## src/hdl/mbfs_pkg.sv

```systemverilog
// ----------------------------------------------------------------------------
// mbfs_pkg
// Shared types and constants of the motor bridge fault supervisor: command,
// status and bridge action codes, register indexes and reset values, and the
// structs that travel between the supervisor modules.
// ----------------------------------------------------------------------------
`default_nettype none

package mbfs_pkg;

  // command codes of one input transaction
  typedef enum logic [2:0] {
    CMD_SCAN     = 3'd0,
    CMD_ENABLE   = 3'd1,
    CMD_DISABLE  = 3'd2,
    CMD_FORWARD  = 3'd3,
    CMD_BACKWARD = 3'd4,
    CMD_STOP     = 3'd5
  } cmd_e;

  // drive status codes
  typedef enum logic [2:0] {
    ST_IDLE     = 3'd0,
    ST_ENABLED  = 3'd1,
    ST_MOVING   = 3'd2,
    ST_DEV_ERR  = 3'd3,
    ST_OVERCUR  = 3'd4,
    ST_UNDERCUR = 3'd5
  } status_e;

  // bridge action codes
  typedef enum logic [2:0] {
    ACT_NONE     = 3'd0,
    ACT_ENABLE   = 3'd1,
    ACT_DISABLE  = 3'd2,
    ACT_FORWARD  = 3'd3,
    ACT_BACKWARD = 3'd4,
    ACT_STOP     = 3'd5
  } action_e;

  // configuration register indexes
  localparam logic [1:0] RegOvercurrentLimit = 2'd0;
  localparam logic [1:0] RegLowCurrentTmo    = 2'd1;
  localparam logic [1:0] RegScanInterval     = 2'd2;

  // register reset values
  localparam logic [15:0] OvercurrentLimitRst = 16'd65535;
  localparam logic [15:0] LowCurrentTmoRst    = 16'd1000;
  localparam logic [7:0]  ScanIntervalRst     = 8'd10;

  // current below which a scan counts as low current (mA)
  localparam logic [15:0] LowCurrentMa = 16'd10;

  // accumulator width: timeout plus one interval never wraps
  localparam int unsigned AccW = 17;

  typedef struct packed {
    logic [15:0] overcurrent_limit;
    logic [15:0] low_current_timeout;
    logic [7:0]  scan_interval;
  } cfg_t;

  typedef struct packed {
    logic [2:0]  command;
    logic [15:0] current_sample;
    logic        device_ok;
  } item_t;

  typedef struct packed {
    status_e     drive_status;
    logic        error_event;
    action_e     bridge_action;
    logic [15:0] last_current;
  } result_t;

endpackage

`default_nettype wire

```

## src/hdl/mbfs_cfg_regs.sv

```systemverilog
// ----------------------------------------------------------------------------
// mbfs_cfg_regs
// Configuration register file: overcurrent limit, low-current timeout and
// scan interval, written through a plain write port, no read-back.
// ----------------------------------------------------------------------------
`default_nettype none

module mbfs_cfg_regs (
  input  wire logic          clk_i,
  input  wire logic          rst_ni,
  input  wire logic          cfg_we_i,
  input  wire logic [1:0]    cfg_index_i,
  input  wire logic [15:0]   cfg_data_i,
  output mbfs_pkg::cfg_t     cfg_o
);

  mbfs_pkg::cfg_t cfg_q;

  // register writes, unknown indexes are dropped
  always_ff @(posedge clk_i or negedge rst_ni) begin
    if (!rst_ni) begin
      cfg_q.overcurrent_limit   <= mbfs_pkg::OvercurrentLimitRst;
      cfg_q.low_current_timeout <= mbfs_pkg::LowCurrentTmoRst;
      cfg_q.scan_interval       <= mbfs_pkg::ScanIntervalRst;
    end else if (cfg_we_i) begin
      unique case (cfg_index_i)
        mbfs_pkg::RegOvercurrentLimit: cfg_q.overcurrent_limit   <= cfg_data_i;
        mbfs_pkg::RegLowCurrentTmo:    cfg_q.low_current_timeout <= cfg_data_i;
        mbfs_pkg::RegScanInterval:     cfg_q.scan_interval       <= cfg_data_i[7:0];
        default: ;
      endcase
    end
  end

  assign cfg_o = cfg_q;

endmodule

`default_nettype wire

```

## src/hdl/mbfs_core.sv

```systemverilog
// ----------------------------------------------------------------------------
// mbfs_core
// Supervisor state (drive status, low-current accumulator, stored current)
// and the single-pass next-state logic for one command.
// ----------------------------------------------------------------------------
`default_nettype none

module mbfs_core (
  input  wire logic              clk_i,
  input  wire logic              rst_ni,
  input  wire logic              step_i,
  input  wire mbfs_pkg::item_t   item_i,
  input  wire mbfs_pkg::cfg_t    cfg_i,
  output mbfs_pkg::result_t      result_o
);

  mbfs_pkg::status_e             mode_q, mode_d;
  logic [mbfs_pkg::AccW-1:0]     acc_q, acc_d;
  logic [15:0]                   cur_q, cur_d;
  logic                          err;
  mbfs_pkg::action_e             act;
  logic                          low_watch;
  logic                          acc_over;

  // undercurrent check applies while moving or already in undercurrent
  assign low_watch = ((mode_q == mbfs_pkg::ST_MOVING) || (mode_q == mbfs_pkg::ST_UNDERCUR))
                     && (item_i.current_sample < mbfs_pkg::LowCurrentMa);
  assign acc_over  = acc_q > {1'b0, cfg_i.low_current_timeout};

  // command decode and state update
  always_comb begin
    mode_d = mode_q;
    acc_d  = acc_q;
    cur_d  = cur_q;
    err    = 1'b0;
    act    = mbfs_pkg::ACT_NONE;
    unique case (item_i.command)
      mbfs_pkg::CMD_SCAN: begin
        cur_d = item_i.current_sample;
        if (!item_i.device_ok) begin
          mode_d = mbfs_pkg::ST_DEV_ERR;
          err    = 1'b1;
        end else if (item_i.current_sample > cfg_i.overcurrent_limit) begin
          mode_d = mbfs_pkg::ST_OVERCUR;
          err    = 1'b1;
        end else if (low_watch) begin
          if (acc_over) begin
            mode_d = mbfs_pkg::ST_UNDERCUR;
            err    = 1'b1;
          end else begin
            acc_d = acc_q + mbfs_pkg::AccW'(cfg_i.scan_interval);
          end
        end else begin
          acc_d = '0;
        end
      end
      mbfs_pkg::CMD_ENABLE: begin
        act    = mbfs_pkg::ACT_ENABLE;
        mode_d = mbfs_pkg::ST_ENABLED;
      end
      mbfs_pkg::CMD_DISABLE: begin
        act    = mbfs_pkg::ACT_DISABLE;
        mode_d = mbfs_pkg::ST_IDLE;
      end
      mbfs_pkg::CMD_FORWARD: begin
        if (mode_q != mbfs_pkg::ST_IDLE) begin
          act    = mbfs_pkg::ACT_FORWARD;
          mode_d = mbfs_pkg::ST_MOVING;
        end
      end
      mbfs_pkg::CMD_BACKWARD: begin
        if (mode_q != mbfs_pkg::ST_IDLE) begin
          act    = mbfs_pkg::ACT_BACKWARD;
          mode_d = mbfs_pkg::ST_MOVING;
        end
      end
      mbfs_pkg::CMD_STOP: begin
        if ((mode_q == mbfs_pkg::ST_ENABLED) || (mode_q == mbfs_pkg::ST_MOVING)) begin
          act    = mbfs_pkg::ACT_STOP;
          mode_d = mbfs_pkg::ST_ENABLED;
        end
      end
      default: ;
    endcase
  end

  // state registers, advanced once per processed transaction
  always_ff @(posedge clk_i or negedge rst_ni) begin
    if (!rst_ni) begin
      mode_q <= mbfs_pkg::ST_IDLE;
      acc_q  <= '0;
      cur_q  <= '0;
    end else if (step_i) begin
      mode_q <= mode_d;
      acc_q  <= acc_d;
      cur_q  <= cur_d;
    end
  end

  // result of this command
  always_comb begin
    result_o.drive_status  = mode_d;
    result_o.error_event   = err;
    result_o.bridge_action = act;
    result_o.last_current  = cur_d;
  end

endmodule

`default_nettype wire

```

## src/hdl/motor_bridge_fault_supervisor_top.sv

```systemverilog
// ----------------------------------------------------------------------------
// motor_bridge_fault_supervisor_top
// H-bridge motor driver fault supervisor: decodes bridge commands and checks
// each current scan for device fault, overcurrent and undercurrent.
//
//   channel  direction  handshake               payload
//   in       sink       in_valid_i / in_stall_o  command, current_sample,
//                                                device_ok
//   out      source     out_valid_o / out_stall_i drive_status, error_event,
//                                                bridge_action, last_current
//   cfg      sink       cfg_we_i                 cfg_index_i, cfg_data_i
//
// One command per clock sustained while the result side does not stall; an
// accepted transaction passes through the input register and then the result
// register before it leaves.
// Reset (asynchronous, active low) returns status to idle, clears the
// accumulator and stored current, and loads register defaults.
// A stalled result holds the result register; the input register still
// accepts while the result register is empty or being taken.
// ----------------------------------------------------------------------------
`default_nettype none

module motor_bridge_fault_supervisor_top (
  input  wire logic        clk_i,
  input  wire logic        rst_ni,
  // command channel
  input  wire logic        in_valid_i,
  output logic             in_stall_o,
  input  wire logic [2:0]  command_i,
  input  wire logic [15:0] current_sample_i,
  input  wire logic        device_ok_i,
  // result channel
  output logic             out_valid_o,
  input  wire logic        out_stall_i,
  output logic [2:0]       drive_status_o,
  output logic             error_event_o,
  output logic [2:0]       bridge_action_o,
  output logic [15:0]      last_current_o,
  // configuration port
  input  wire logic        cfg_we_i,
  input  wire logic [1:0]  cfg_index_i,
  input  wire logic [15:0] cfg_data_i
);

  mbfs_pkg::cfg_t    cfg;
  mbfs_pkg::item_t   item_q;
  mbfs_pkg::result_t result;
  mbfs_pkg::result_t res_q;
  logic              in_vld_q;
  logic              out_vld_q;
  logic              out_free;
  logic              step;
  logic              in_take;

  // pipeline flow control
  assign out_free   = !out_vld_q || !out_stall_i;
  assign step       = in_vld_q && out_free;
  assign in_stall_o = in_vld_q && !out_free;
  assign in_take    = in_valid_i && !in_stall_o;

  mbfs_cfg_regs u_cfg (
    .clk_i       (clk_i),
    .rst_ni      (rst_ni),
    .cfg_we_i    (cfg_we_i),
    .cfg_index_i (cfg_index_i),
    .cfg_data_i  (cfg_data_i),
    .cfg_o       (cfg)
  );

  // input register
  always_ff @(posedge clk_i or negedge rst_ni) begin
    if (!rst_ni) begin
      in_vld_q <= 1'b0;
    end else if (!in_stall_o) begin
      in_vld_q <= in_valid_i;
    end
  end

  always_ff @(posedge clk_i) begin
    if (in_take) begin
      item_q.command        <= command_i;
      item_q.current_sample <= current_sample_i;
      item_q.device_ok      <= device_ok_i;
    end
  end

  mbfs_core u_core (
    .clk_i    (clk_i),
    .rst_ni   (rst_ni),
    .step_i   (step),
    .item_i   (item_q),
    .cfg_i    (cfg),
    .result_o (result)
  );

  // result register
  always_ff @(posedge clk_i or negedge rst_ni) begin
    if (!rst_ni) begin
      out_vld_q <= 1'b0;
    end else if (out_free) begin
      out_vld_q <= in_vld_q;
    end
  end

  always_ff @(posedge clk_i) begin
    if (step) begin
      res_q <= result;
    end
  end

  assign out_valid_o     = out_vld_q;
  assign drive_status_o  = res_q.drive_status;
  assign error_event_o   = res_q.error_event;
  assign bridge_action_o = res_q.bridge_action;
  assign last_current_o  = res_q.last_current;

  // an error pulse always comes with an error status
  assert property (@(posedge clk_i) disable iff (!rst_ni)
    (out_vld_q && res_q.error_event) |->
      (res_q.drive_status == mbfs_pkg::ST_DEV_ERR ||
       res_q.drive_status == mbfs_pkg::ST_OVERCUR ||
       res_q.drive_status == mbfs_pkg::ST_UNDERCUR))
    else $error("error event without error status");

  // a drive action always leaves the bridge moving
  assert property (@(posedge clk_i) disable iff (!rst_ni)
    (out_vld_q && (res_q.bridge_action == mbfs_pkg::ACT_FORWARD ||
                   res_q.bridge_action == mbfs_pkg::ACT_BACKWARD)) |->
      (res_q.drive_status == mbfs_pkg::ST_MOVING))
    else $error("drive action without moving status");

  // a stop action always leaves the bridge enabled
  assert property (@(posedge clk_i) disable iff (!rst_ni)
    (out_vld_q && res_q.bridge_action == mbfs_pkg::ACT_STOP) |->
      (res_q.drive_status == mbfs_pkg::ST_ENABLED))
    else $error("stop action without enabled status");

  // the input side only stalls behind a held result
  assert property (@(posedge clk_i) disable iff (!rst_ni)
    in_stall_o |-> (in_vld_q && out_vld_q && out_stall_i))
    else $error("input stalled while result register free");

endmodule

`default_nettype wire

```

## config.mk

```make
export PLATFORM = sky130hd
export DESIGN_NAME = motor_bridge_fault_supervisor_top
export DESIGN_NICKNAME = d
export VERILOG_FILES = /design/src/hdl/mbfs_pkg.sv /design/src/hdl/mbfs_cfg_regs.sv /design/src/hdl/mbfs_core.sv /design/src/hdl/motor_bridge_fault_supervisor_top.sv
export SDC_FILE = /design/constraint.sdc
export NUM_CORES = 1
export LEC_CHECK = 0
export BUFFER_PORTS_ARGS = -buffer_cell sky130_fd_sc_hd__buf_2
export CORE_ASPECT_RATIO = 0.5
export CORE_MARGIN = 2
export CORE_UTILIZATION = 59
export CTS_BUF_LIST = sky130_fd_sc_hd__clkbuf_16
export DETAILED_ROUTE_END_ITERATION = 16
export PLACE_DENSITY = 0.8
export SYNTH_ARGS = -nofsm -noshare
export SYNTH_HDL_FRONTEND = slang
export SYNTH_SLANG_ARGS = --single-unit
```

## constraint.sdc

```tcl
create_clock -name clk_i -period 3.6 [get_ports clk_i]
set_input_delay 0.54 -clock clk_i [delete_from_list [all_inputs] [get_ports clk_i]]
set_output_delay 0.54 -clock clk_i [all_outputs]
set_load 0.02 [all_outputs]
```

==> run summary <==
outcome: completed
Crit Path Max Fanout: 26
drt pass-1 iters: 5
TritonCTS Buffers: 17
CORE AREA: 0.01012 sq mm
fin nets: 709
IO Count: 68
Final Hold Viols: 0
largest net degree at the start of global routing: 79
Clock Tree Buf Depth: 2
post-synthesis cell area: 0.006077 sq mm
die width: 147.5 um
reg2reg start: u_cfg.cfg_o[16]
number of port buffers: 67
post-CTS setup buffer count: 0
prevailing post-synth register cell: dfrtp_1
post-CTS sizing: 0
die area: 0.01118 sq mm
worst hold margin: 0.2873 ns
Tot Pwr: 4.352 mW
Critical Path AT: 3.23 ns
synthesized area per cell: 11.01 sq um
CP peak stage delay: 0.59 ns
post-layout util: 70.90%
YS warnings: 0
Max VDD drop: 0.4160 mV
routed vias/inst: 5.808
crit share post-route: 81.37%
Routed WL per cell: 17.70 um
Clock Sinks: 121
Sum Neg Setup Slack: 0 ns
first-pass GRT wire length: 21890 um
Initial Util: 60.07%
CP startpoint kind: flop
Worst Skew: 0.009268 ns
Power Dens Cells: 606.8 mW/mm^2
hold buffer count at cts: 0
R2R Path End: u_core.acc_q[16]
H-tree Lvls: 4
Reg power frac: 42.0%
Comb pwr share: 16.6%
CP endpoint kind: flop
DRT antenna net count: 0
Unique masters post-synth: 59
Remaining DRCs: 0
Async SR Flop Fraction: 64.46%
DPL Wire Length: 9207 um
share of layout cells above drive strength 1: 27.79%
Hold/Removal Path Class: primary input to asynchronous set/reset pin
Area Overhead vs Synth: 18.04%
CTS tree: built
critical path class: flop to flop
Worst R2R Path Depth: 9
crit path cell chain: inv_1 -> ha_1 -> nand4_1 -> or4_4 -> a2bb2oi_1 -> and3_4 -> o211ai_4 -> nor3_1 -> o22a_1
RD Place Congestion: 0.8643
CP Buf/Inv Count: 1
Max-Cap Viols: 0
Slew Viols, Final: 0
Period minus WS final: 2.929 ns
delay-heaviest family, CP: simple AND/OR/NAND/NOR gates
initial DRC count: 381
CTS clock-pin slew for the worst setup and hold paths: 0.06 ns
fillcell total: 675
# setup viols final: 0
Syn Nets: 637
sw frac: 27.46%
Clk network pwr share: 41.4%
sequential element share of the synthesized area: 53.86%
number of diodes: 0
Overflow after GRT: 0
Cells after Synth: 552
total vias in the final route: 4513
Psw: 1.195 mW
clk root buf: clkbuf_16
number of antenna violations at the first check in global routing: 0
WL final: 13750 um
FMAX: 341.4 MHz
aggregate global-route resource usage: 25.96%
setup slack, reg-to-reg: 0.67 ns
Die Y: 75.77 um
Critical-path top delay cell: o211ai_4
FF+latch count, synth: 121
Post-synth EDFFs: 43
LEAKAGE: 3.190 nW
pin slew with the least headroom to its limit: 0.9865 ns
Required @ worst endpoint: 3.90 ns
Slew HR: 34.23%
RSZ-0062 raised after global routing: no
vias in the first global route: 4369
clock insertion delay at the later pin of the skew report: 0.42 ns
internal power: 3.157 mW
num rows: 26
-- cells by family after synthesis --
group	share of synthesized area, %
AO/OA/AOI/OAI	12.21
AND/OR/NAND/NOR	13.12
buffers and inverters	3.768
multiplexers	7.412
XOR/XNOR	0.8649
adder cells (fa/ha/maj)	8.771
flip-flops	53.86
-- final cells by class --
class / instances / area [sq um] / area share, %
flip-flops and latches: 121 / 3273 / 45.63
clock inverters: 15 / 201.4 / 2.808
well taps: 140 / 175.2 / 2.442
multi-input cells: 373 / 2580 / 35.97
clock buffers: 17 / 425.4 / 5.931
repair buffers: 71 / 367.9 / 5.128
inverters: 40 / 150.1 / 2.093
-- power by group through the flow --
| stage | Combinational [mW] | Sequential (mW) | Clock [mW] |
|---|---|---|---|
| finish | 0.723 | 1.83 | 1.80 |
| global route | 0.803 | 1.85 | 1.88 |
| CTS | 0.722 | 1.83 | 1.82 |
| detailed placement | 0.705 | 1.84 | 0 |
| global placement | 0.670 | 1.83 | 0 |
| floorplan | 0.489 | 1.83 | 0 |
-- cell usage in the layout, fill, tap and decap left out, types with 4 or more instances in the layout --
cell type and instances:
dfstp_2 24, and3_1 5, a211oi_1 5, ha_1 41, a21oi_1 34, inv_1 40, clkbuf_16 17, o21a_1 4
buf_2 66, nor2_1 19, nand3_1 10, mux2_2 40, dfrtp_1 54, o31ai_1 12, nand4_1 7, nand3b_1 4
o21ai_0 33, edfxtp_1 43, nor4_1 5, nand2_1 95, buf_4 5, a21o_1 4, nor3_1 7, bufinv_16 4
clkinvlp_4 4
-- synthesized netlist by cell type, drive strengths merged (2+ instances only) --
| cell | number | share of area, % |
|---|---|---|
| dfstp | 24 | 10 |
| o31ai | 13 | 1.7 |
| nand3b | 4 | 0.49 |
| nand4 | 7 | 0.72 |
| a31oi | 2 | 0.21 |
| xnor2 | 3 | 0.43 |
| a211oi | 5 | 0.62 |
| inv | 39 | 2.4 |
| o21a | 4 | 0.49 |
| o41ai | 2 | 0.41 |
| nor2b | 2 | 0.21 |
| a21o | 4 | 0.49 |
| nor2 | 19 | 1.2 |
| nor4 | 5 | 0.51 |
| and3 | 6 | 0.70 |
| edfxtp | 43 | 21 |
| xor2 | 3 | 0.43 |
| a21oi | 34 | 2.8 |
| mux2 | 40 | 7.4 |
| nor3 | 8 | 0.74 |
| o211ai | 4 | 0.72 |
| nand2b | 3 | 0.31 |
| and2 | 3 | 0.31 |
| dfrtp | 54 | 22 |
| o21ai | 36 | 3.0 |
| nand3 | 11 | 0.99 |
| clkbuf | 15 | 0.93 |
| o21bai | 2 | 0.25 |
| nand2 | 95 | 5.9 |
| ha | 41 | 8.4 |
| buf | 3 | 0.37 |
-- per-stage QoR --
step / cell area (sq um) / worst slack (ns) / instances
floorplan: 6077 / 1.052 / 552
global placement: 6546 / 0.7839 / 745
detailed placement: 6546 / 0.7008 / 745
CTS: 7173 / 0.6707 / 777
global route: 7173 / 0.5103 / 777
finish: 7173 / 0.6708 / 777
-- state kept, by name, summed over array words and instances (netlist names), 3 cells and up --
signal           cells
item_q              20
bridge_action_o      3
u_core.mode_q        3
u_cfg.cfg_o         40
last_current_o      16
u_core.acc_q        17
u_core.cur_q        16
drive_status_o       3
-- routing by layer --
metal | wire length (um) | track usage (%)
met1 | 6170 | 33.92
met2 | 6399 | 42.58
met3 | 884 | 6.347
met4 | 299 | 11.43
met5 | 0 | 0
-- worst max path at each step --
stage	startpoint	cells past startpoint	end	slack, ns
2_1_floorplan	out_stall_i	6	u_core.cur_q[10]	1.05
3_3_place_gp	u_cfg.cfg_o[16]	9	u_core.acc_q[16]	0.78
3_5_place_dp	u_cfg.cfg_o[16]	9	u_core.acc_q[16]	0.70
4_1_cts	u_cfg.cfg_o[16]	9	u_core.acc_q[16]	0.67
5_1_grt	u_cfg.cfg_o[31]	8	u_core.acc_q[3]	0.51
6_report	u_cfg.cfg_o[16]	9	u_core.acc_q[16]	0.67
No activity file was read; power rests on OpenSTA's default activity.
